--- config.mk ---
export PLATFORM = sky130hd
export DESIGN_NAME = column_sad_block_match_flat
export DESIGN_NICKNAME = d
export VERILOG_FILES = /design/src/rtl/csbm_pkg.sv /design/src/rtl/csbm_if.sv /design/src/rtl/csbm_lane.sv /design/src/rtl/csbm_merge.sv /design/src/rtl/column_sad_block_match.sv /design/src/flat_wrapper.sv
export SDC_FILE = /design/constraint.sdc
export NUM_CORES = 2
export LEC_CHECK = 0
export BUFFER_PORTS_ARGS = -buffer_cell sky130_fd_sc_hd__buf_2
export CAP_MARGIN = 15
export CORE_MARGIN = 1
export CORE_UTILIZATION = 58
export CTS_CLUSTER_SIZE = 40
export DETAILED_ROUTE_END_ITERATION = 16
export GPL_TIMING_DRIVEN = 0
export PLACE_DENSITY = 0.77
export SLEW_MARGIN = 25
export SYNTH_ARGS = -nofsm -noshare
export SYNTH_HDL_FRONTEND = slang
export SYNTH_SLANG_ARGS = --single-unit
--- constraint.sdc ---
create_clock -name clk -period 9.8 [get_ports clk]
set_input_delay 0.49 -clock clk [delete_from_list [all_inputs] [get_ports clk]]
set_output_delay 0.49 -clock clk [all_outputs]
set_load 0.05 [all_outputs]
--- src/rtl/csbm_pkg.sv ---
// ----------------------------------------------------------------------------
// csbm_pkg: column SAD block matcher shared definitions
// Sizes, pixel and SAD types, lane control word and pixel unpacking.
// ----------------------------------------------------------------------------
package csbm_pkg;

  localparam int BLOCK_HEIGHT = 5;
  localparam int SEARCH_RANGE = 3;
  localparam int PIXEL_BITS   = 4;

  localparam int OFF_NUM     = 2 * SEARCH_RANGE + 1;
  localparam int NCOLPIX     = BLOCK_HEIGHT + 2 * SEARCH_RANGE;
  localparam int COLUMN_BITS = 44;
  localparam int SHIFT_BITS  = 4;
  localparam int SAD_BITS    = 15;
  localparam int FLOW_BITS   = 6;
  localparam int FLOW_PART_BITS = 3;

  localparam int PIX_MAX   = (1 << PIXEL_BITS) - 1;
  localparam int COL_SAD_W = $clog2(BLOCK_HEIGHT * PIX_MAX + 1);
  localparam int BLK_SAD_W = $clog2(BLOCK_HEIGHT * BLOCK_HEIGHT * PIX_MAX + 1);
  localparam int IDX_W     = $clog2(OFF_NUM);

  localparam logic [SAD_BITS-1:0]   SAD_NONE   = 15'h7fff;
  localparam logic [FLOW_BITS-1:0]  FLOW_NONE  = 6'h3f;
  localparam logic [SHIFT_BITS-1:0] SHIFT_NEW  = '0;
  localparam logic [SHIFT_BITS-1:0] SHIFT_FULL = SHIFT_BITS'(BLOCK_HEIGHT - 1);

  typedef logic [PIXEL_BITS-1:0]  pixel_t;
  typedef logic [COLUMN_BITS-1:0] column_t;
  typedef logic [SHIFT_BITS-1:0]  shift_t;
  typedef logic [COL_SAD_W-1:0]   col_sad_t;
  typedef logic [BLK_SAD_W-1:0]   blk_sad_t;
  typedef logic [IDX_W-1:0]       off_idx_t;

  typedef struct packed {
    logic load_a;
    logic load_b;
    logic clear_b;
  } lane_ctl_t;

  function automatic pixel_t pixel_at(column_t col, int k);
    pixel_t r;
    r = '0;
    for (int b = 0; b < PIXEL_BITS; b++) begin
      if (PIXEL_BITS * k + b < COLUMN_BITS) begin
        r[b] = col[PIXEL_BITS * k + b];
      end
    end
    return r;
  endfunction

endpackage

--- src/rtl/csbm_if.sv ---
// ----------------------------------------------------------------------------
// csbm_if: column SAD block matcher channels
// Valid/ready channels for column beats in and match beats out.
// ----------------------------------------------------------------------------
interface csbm_in_if;
  logic              valid;
  logic              ready;
  csbm_pkg::column_t ref_column;
  csbm_pkg::column_t tag_column;
  csbm_pkg::shift_t  shift_index;

  modport source (output valid, ref_column, tag_column, shift_index, input ready);
  modport sink   (input valid, ref_column, tag_column, shift_index, output ready);
endinterface

interface csbm_out_if;
  logic                               valid;
  logic                               ready;
  logic [csbm_pkg::SAD_BITS-1:0]      best_sad;
  logic [csbm_pkg::FLOW_BITS-1:0]     flow_code;

  modport source (output valid, best_sad, flow_code, input ready);
  modport sink   (input valid, best_sad, flow_code, output ready);
endinterface

--- src/rtl/csbm_lane.sv ---
// ----------------------------------------------------------------------------
// csbm_lane: one vertical offset lane
// Column SAD, window of recent column SADs and registered block SAD.
// ----------------------------------------------------------------------------
module csbm_lane (
  input  logic                clk,
  input  logic                rst,
  input  csbm_pkg::lane_ctl_t ctl,
  input  csbm_pkg::pixel_t    ref_pix [csbm_pkg::BLOCK_HEIGHT],
  input  csbm_pkg::pixel_t    tag_pix [csbm_pkg::BLOCK_HEIGHT],
  output csbm_pkg::blk_sad_t  block_sum
);

  csbm_pkg::col_sad_t col_sad_next;
  csbm_pkg::col_sad_t col_sad;
  csbm_pkg::col_sad_t win [csbm_pkg::BLOCK_HEIGHT];
  csbm_pkg::blk_sad_t block_sum_next;

  always_comb begin
    csbm_pkg::pixel_t diff;
    col_sad_next = '0;
    for (int j = 0; j < csbm_pkg::BLOCK_HEIGHT; j++) begin
      diff = (ref_pix[j] >= tag_pix[j]) ? (ref_pix[j] - tag_pix[j])
                                        : (tag_pix[j] - ref_pix[j]);
      col_sad_next = col_sad_next + csbm_pkg::COL_SAD_W'(diff);
    end
  end

  always_ff @(posedge clk) begin
    if (ctl.load_a) begin
      col_sad <= col_sad_next;
    end
  end

  always_comb begin
    block_sum_next = csbm_pkg::BLK_SAD_W'(col_sad);
    if (!ctl.clear_b) begin
      for (int j = 1; j < csbm_pkg::BLOCK_HEIGHT; j++) begin
        block_sum_next = block_sum_next + csbm_pkg::BLK_SAD_W'(win[j]);
      end
    end
  end

  always_ff @(posedge clk) begin
    if (rst) begin
      for (int j = 0; j < csbm_pkg::BLOCK_HEIGHT; j++) begin
        win[j] <= '0;
      end
    end else if (ctl.load_b) begin
      for (int j = 0; j < csbm_pkg::BLOCK_HEIGHT - 1; j++) begin
        win[j] <= ctl.clear_b ? '0 : win[j+1];
      end
      win[csbm_pkg::BLOCK_HEIGHT-1] <= col_sad;
    end
  end

  always_ff @(posedge clk) begin
    if (ctl.load_b) begin
      block_sum <= block_sum_next;
    end
  end

endmodule

--- src/rtl/csbm_merge.sv ---
// ----------------------------------------------------------------------------
// csbm_merge: lane merge and best match
// Registered minimum over the lanes, then update of the kept best match.
// ----------------------------------------------------------------------------
module csbm_merge (
  input  logic                            clk,
  input  logic                            rst,
  input  logic                            load_c,
  input  logic                            load_d,
  input  csbm_pkg::shift_t                shift,
  input  csbm_pkg::blk_sad_t              block_sum [csbm_pkg::OFF_NUM],
  output logic [csbm_pkg::SAD_BITS-1:0]   best_sad,
  output logic [csbm_pkg::FLOW_BITS-1:0]  flow_code
);

  csbm_pkg::blk_sad_t min_val_next;
  csbm_pkg::off_idx_t min_idx_next;
  csbm_pkg::blk_sad_t min_val;
  csbm_pkg::off_idx_t min_idx;
  logic [csbm_pkg::SAD_BITS-1:0]       base_sad;
  logic [csbm_pkg::FLOW_BITS-1:0]      base_flow;
  logic [csbm_pkg::SAD_BITS-1:0]       best_sad_next;
  logic [csbm_pkg::FLOW_BITS-1:0]      flow_code_next;
  logic [csbm_pkg::FLOW_PART_BITS-1:0] flow_x;

  always_comb begin
    min_val_next = block_sum[0];
    min_idx_next = '0;
    for (int d = 1; d < csbm_pkg::OFF_NUM; d++) begin
      if (block_sum[d] < min_val_next) begin
        min_val_next = block_sum[d];
        min_idx_next = csbm_pkg::IDX_W'(d);
      end
    end
  end

  always_ff @(posedge clk) begin
    if (load_c) begin
      min_val <= min_val_next;
      min_idx <= min_idx_next;
    end
  end

  always_comb begin
    base_sad  = (shift == csbm_pkg::SHIFT_NEW) ? csbm_pkg::SAD_NONE  : best_sad;
    base_flow = (shift == csbm_pkg::SHIFT_NEW) ? csbm_pkg::FLOW_NONE : flow_code;
    flow_x    = csbm_pkg::FLOW_PART_BITS'(shift - csbm_pkg::SHIFT_FULL);
    best_sad_next  = base_sad;
    flow_code_next = base_flow;
    if (shift >= csbm_pkg::SHIFT_FULL &&
        csbm_pkg::SAD_BITS'(min_val) < base_sad) begin
      best_sad_next  = csbm_pkg::SAD_BITS'(min_val);
      flow_code_next = {csbm_pkg::FLOW_PART_BITS'(min_idx), flow_x};
    end
  end

  always_ff @(posedge clk) begin
    if (rst) begin
      best_sad  <= csbm_pkg::SAD_NONE;
      flow_code <= csbm_pkg::FLOW_NONE;
    end else if (load_d) begin
      best_sad  <= best_sad_next;
      flow_code <= flow_code_next;
    end
  end

endmodule

--- src/rtl/column_sad_block_match.sv ---
// ----------------------------------------------------------------------------
// column_sad_block_match: column-wise SAD block matcher
// Seven offset lanes form column and block SADs; a merge stage keeps the best.
// ----------------------------------------------------------------------------
// Stages from column beat to match beat: column SAD, window and block SAD,
// lane minimum, best update.
// Throughput: one column beat per cycle; each stage holds only when its
// successor is full and stalled, so bubbles are absorbed under backpressure.
// Reset: empties the pipeline, zeroes every window, sets best SAD to 0x7fff
// and flow code to 63.
module column_sad_block_match (
  input logic       clk,
  input logic       rst,
  csbm_in_if.sink   col_in,
  csbm_out_if.source match_out
);

  logic a_valid, b_valid, c_valid, d_valid;
  logic ready_a, ready_b, ready_c, ready_d;
  logic load_a, load_b, load_c, load_d;
  csbm_pkg::shift_t    shift_a, shift_b, shift_c;
  csbm_pkg::lane_ctl_t lane_ctl;
  csbm_pkg::pixel_t    ref_pix [csbm_pkg::BLOCK_HEIGHT];
  csbm_pkg::blk_sad_t  block_sum [csbm_pkg::OFF_NUM];

  assign ready_d = !d_valid || match_out.ready;
  assign ready_c = !c_valid || ready_d;
  assign ready_b = !b_valid || ready_c;
  assign ready_a = !a_valid || ready_b;
  assign load_a  = col_in.valid && ready_a;
  assign load_b  = a_valid && ready_b;
  assign load_c  = b_valid && ready_c;
  assign load_d  = c_valid && ready_d;

  assign col_in.ready    = ready_a;
  assign match_out.valid = d_valid;

  always_ff @(posedge clk) begin
    if (rst) begin
      a_valid <= 1'b0;
      b_valid <= 1'b0;
      c_valid <= 1'b0;
      d_valid <= 1'b0;
    end else begin
      if (ready_a) a_valid <= col_in.valid;
      if (ready_b) b_valid <= a_valid;
      if (ready_c) c_valid <= b_valid;
      if (ready_d) d_valid <= c_valid;
    end
  end

  always_ff @(posedge clk) begin
    if (load_a) shift_a <= col_in.shift_index;
    if (load_b) shift_b <= shift_a;
    if (load_c) shift_c <= shift_b;
  end

  always_comb begin
    lane_ctl.load_a  = load_a;
    lane_ctl.load_b  = load_b;
    lane_ctl.clear_b = (shift_a == csbm_pkg::SHIFT_NEW);
  end

  always_comb begin
    for (int j = 0; j < csbm_pkg::BLOCK_HEIGHT; j++) begin
      ref_pix[j] = csbm_pkg::pixel_at(col_in.ref_column, j + csbm_pkg::SEARCH_RANGE);
    end
  end

  for (genvar d = 0; d < csbm_pkg::OFF_NUM; d++) begin : g_lane
    csbm_pkg::pixel_t tag_pix [csbm_pkg::BLOCK_HEIGHT];

    always_comb begin
      for (int j = 0; j < csbm_pkg::BLOCK_HEIGHT; j++) begin
        tag_pix[j] = csbm_pkg::pixel_at(col_in.tag_column, d + j);
      end
    end

    csbm_lane u_lane (
      .clk       (clk),
      .rst       (rst),
      .ctl       (lane_ctl),
      .ref_pix   (ref_pix),
      .tag_pix   (tag_pix),
      .block_sum (block_sum[d])
    );
  end

  csbm_merge u_merge (
    .clk       (clk),
    .rst       (rst),
    .load_c    (load_c),
    .load_d    (load_d),
    .shift     (shift_c),
    .block_sum (block_sum),
    .best_sad  (match_out.best_sad),
    .flow_code (match_out.flow_code)
  );

  a_none_pair: assert property (@(posedge clk) disable iff (rst)
    (match_out.best_sad == csbm_pkg::SAD_NONE) ==
    (match_out.flow_code == csbm_pkg::FLOW_NONE))
    else $error("best SAD and flow code disagree on no-match");

  a_monotonic: assert property (@(posedge clk) disable iff (rst)
    load_d && shift_c != csbm_pkg::SHIFT_NEW |=>
    match_out.best_sad <= $past(match_out.best_sad))
    else $error("best SAD grew within a match");

  a_not_full: assert property (@(posedge clk) disable iff (rst)
    load_d && shift_c < csbm_pkg::SHIFT_FULL |=>
    match_out.best_sad == (($past(shift_c) == csbm_pkg::SHIFT_NEW) ?
                           csbm_pkg::SAD_NONE : $past(match_out.best_sad)))
    else $error("best SAD replaced before window filled");

endmodule

--- src/flat_wrapper.sv ---
// flat-port wrapper written by rule: the top's interface ports become plain ports
module column_sad_block_match_flat 
  (clk, rst, col_in_valid, col_in_ref_column, col_in_tag_column, col_in_shift_index, col_in_ready, match_out_valid, match_out_best_sad, match_out_flow_code, match_out_ready);
  csbm_in_if col_in_i ();
  csbm_out_if match_out_i ();
  input logic clk;
  input logic rst;
  input wire logic [$bits(col_in_i.valid)-1:0] col_in_valid;
  input wire logic [$bits(col_in_i.ref_column)-1:0] col_in_ref_column;
  input wire logic [$bits(col_in_i.tag_column)-1:0] col_in_tag_column;
  input wire logic [$bits(col_in_i.shift_index)-1:0] col_in_shift_index;
  output wire logic [$bits(col_in_i.ready)-1:0] col_in_ready;
  output wire logic [$bits(match_out_i.valid)-1:0] match_out_valid;
  output wire logic [$bits(match_out_i.best_sad)-1:0] match_out_best_sad;
  output wire logic [$bits(match_out_i.flow_code)-1:0] match_out_flow_code;
  input wire logic [$bits(match_out_i.ready)-1:0] match_out_ready;
  assign col_in_i.valid = col_in_valid;
  assign col_in_i.ref_column = col_in_ref_column;
  assign col_in_i.tag_column = col_in_tag_column;
  assign col_in_i.shift_index = col_in_shift_index;
  assign col_in_ready = col_in_i.ready;
  assign match_out_valid = match_out_i.valid;
  assign match_out_best_sad = match_out_i.best_sad;
  assign match_out_flow_code = match_out_i.flow_code;
  assign match_out_i.ready = match_out_ready;
  column_sad_block_match u_core (.clk(clk), .rst(rst), .col_in(col_in_i), .match_out(match_out_i));
endmodule
==> summary.md <==
| Metric | Value |
|---|---|
| Outcome | finished with violations |
| Failing checks | negative setup slack |
| I/O Buffers | 93 |
| Xor and xnor fraction of the mapped netlist area | 0.0372 |
| Htree depth | 2 |
| Vias/cell | roughly 5.8 |
| Total GRT Usage | 0.279 |
| Max-slew violations | 0 |
| Die X-Extent | about 230 µm |
| EDFF count, synth | approximately 330 |
| Arrival time worst endpoint | 11330 ps |
| Clk root buf | clkbuf_16 |
| DIE HEIGHT | ~230 µm |
| Worst-Skew Late Latency | about 540 ps |
| WL met1 | 30700 µm |
| Post-Syn Area | about 0.031 mm² |
| Synth Area in Simple Gates | 0.0697 |
| Final worst-path cycle share | 1.12 |
| Worst setup SP type | flip-flop |
| CTS tree | yes |
| Met3 Routed Length | roughly 3600 µm |
| Critical path capture point type | flip-flop |
| DRT Pass-1 Iters | 5 |
| Residual DRC | 0 |
| Register bit total from synthesis | 357 |
| Max-Cap Viols | 0 |
| Main synth FF type | edfxtp_1 |
| Syn avg cell area | roughly 12 µm² |
| Antenna violations before repair | 0 |
| Largest net degree at the start of global routing | 56 |
| Placed Cells | about 3.4k |
| Synth cell types | 67 |
| Final Hold Violating Endpoints | 0 |
| Share of the synthesized area in the top cell type | 0.319 |
| Crit-path max FO | 6 |
| I/O pins | ~120 |
| Yosys warnings | 0 |
| Largest family of logic cells by synthesized area | adder cells |
| Vias in the first global route | around 22k |
| DP HPWL | between 50000 and 60000 µm |
| Slew HR | 0.401 |
| Synth Area in Compound Gates | 0.114 |
| Area delta synth->final | 12.7% |
| Core footprint | between 0.05 and 0.06 mm² |
| Clock-pin slew on the worst setup and hold paths | around 70 ps |
| Post-route antenna net violation count | 0 |
| TritonCTS Buffers | 35 |
| # nets final | about 3.6k |
| Unrepaired setup endpoints after global routing | yes |
| Setup CP Type | flip-flop to flip-flop |
| HP Class | input port to flip-flop |
| Post-route setup TNS | -12810 ps |
| Mux cell area share after synthesis | 0.0487 |
| Grt total ovfl | 0 |
| Die area | roughly 0.055 mm² |
| Worst-Margin Slew | approximately 900 ps |
| DP Worst Slack | -1430 ps |
| Drt wl/cell | around 21 µm |
| Worst hold path cell count | 1 |
| Final WS setup | -1130 ps |
| Slowest Stage Delay on Critical Path | 510 ps |
| Reg2reg path depth | slightly above 60 |
| Hold Buf Count CTS | 0 |
| Bufs on Longest Clock Path | 3 |
| Starting DRT DRC Count | 1448 |
| Post-Layout Cell Count | between 3k and 4k |
| Top layer in use | met4 |
| Clock Sinks | 357 |
| Clock Skews | around 21 ps |
| Fraction of registers with async set/reset | 0 |
| Final min period | between 10000 and 15000 ps |
| Required time worst endpoint | 10200 ps |
| Rows | 84 |
| Crit-path slowest cell | edfxtp_1 |
| Share of cells above drive strength 1 | 0.140 |
| Post-Syn Nets | 3439 |
| Post-Synth Adder-Cell Area | 0.350 |
| Seq/Total Area, Yosys | 0.335 |
| Gate Count Post-Synth | roughly 2.6k |
| Final wirelength | 75700 µm |
| Initial Util | 0.591 |
| Peak Freq | 91.5 MHz |
| First-pass GRT wire length | approximately 120000 µm |
| RePlAce Congestion | 0.941 |
| Met2 WL | between 30000 and 40000 µm |
| Area contributors post-synth | edfxtp_1 32%, fa_1 18%, ha_1 17%, a21o_1 4.3%, inv_1 3.9% |
| Final core utilization | 0.666 |
| Vias | about 21k |
| Leading area contributor after synthesis | edfxtp_1 |
| # setup viols final | 12 |
==> Yosys cell counts (all sizes together) (3+ instances only) <==
library cell and number:
ha 417, edfxtp 332, inv 326, fa 287
and2 193, a21oi 191, a21o 181, mux2i 94
xnor2 77, nand2 73, o21ai 68, nor2 60
xor2 56, mux2 41, clkbuf 40, o21bai 34
dfxtp 25, nor2b 18, nor3 18, o21a 15
a211oi 14, nor4 12, o32a 9, buf 8
nand2b 7, nand4 7, nand3 4, o211ai 4
a2111oi 3
==> metrics by stage <==
| step | hold slack (ps) | instance area, µm² |
|---|---|---|
| after detailed placement | 407 | 32900 |
| after global placement | 407 | 32700 |
| final | 127 | 35300 |
| after CTS | 111 | 34900 |
| after floorplan | 400 | 31400 |
| after global routing | 116 | 35300 |
==> cell families (layout without fill, tap and decap cells) <==
kind of cell | Yosys count | in the layout
xor+xnor | 133 | 133
buf+inv | 374 | 606
fa+ha+maj | 704 | 704
compound gates | 536 | 536
flops | 357 | 357
other cells | 0 | 2
simple gates | 400 | 400
mux | 135 | 135
==> per-layer routing <==
| layer | up-vias | global-route usage |
|---|---|---|
| li1 | 9505 | - |
| met1 | 10297 | 0.353 |
| met2 | 695 | 0.483 |
| met3 | 225 | 0.0247 |
| met4 | 0 | 0.137 |
| met5 | - | 0 |
==> worst max-delay path, delay by kind of cell (launching register included) <==
kind            cells  cell delay (ps)
buf+inv            13             1730
fa+ha+maj           6             1570
simple gates       16             2440
compound gates     24             3690
mux                 3              820
flops               1              510
==> sequential cells by signal (all words and copies together) (netlist names) <==
signal                          count
u_core.b_valid                      1
u_core.u_merge.min_idx              3
u_core.g_lane.u_lane.block_sum     63
u_core.shift_b                      4
u_core.a_valid                      1
u_core.g_lane.u_lane.col_sad       49
u_core.u_merge.flow_code            6
u_core.c_valid                      1
u_core.u_merge.min_val              9
u_core.shift_c                      4
u_core.shift_a                      4
u_core.g_lane.u_lane.win          196
u_core.u_merge.best_sad            15
u_core.match_out.valid              1
==> timing repair <==
item,4_1_cts,5_1_grt
endpoints found under the setup margin,12,12
buffers inserted,43,24
resized for setup,78,50
gates cloned,3,0
pin swaps,31,33
==> final timing paths <==
path	to	start	slack (ps)
worst min register to register	u_core.shift_c[1]$_DFFE_PP_	u_core.shift_b[1]$_DFFE_PP_	420
worst max register to register	u_core.u_merge.min_val[8]$_DFFE_PP_	u_core.g_lane[1].u_lane.block_sum[7]$_SDFFCE_PP0P_	-1130
worst min-delay path	u_core.shift_a[2]$_DFFE_PP_	col_in_shift_index[2]	130
worst max-delay path	u_core.u_merge.min_val[8]$_DFFE_PP_	u_core.g_lane[1].u_lane.block_sum[7]$_SDFFCE_PP0P_	-1130
==> area by class of cell <==
type                            count  area [µm²]
Buffer                             47         258
Antenna cell                        2        5.00
Tap cell                          688         861
Fill cell                        3852       17700
Inverter                          326        1230
Sequential cell                   357       10500
Clock inverter                     26         313
Clock buffer                       37         926
Timing Repair Buffer              170        1210
Multi-Input combinational cell   1908       20000
==> cell usage in the layout (no fill, tap or decap), drive strengths merged, types with 73 or more instances in the layout <==
cell type    n
nand2       73
mux2i       94
fa         287
edfxtp     332
clkbuf      75
a21o       181
a21oi      191
and2       193
ha         417
xnor2       77
inv        327
buf        179
Power is not shown: default switching activity piles up to over one toggle a cycle in this logic, so the estimate is an artifact.
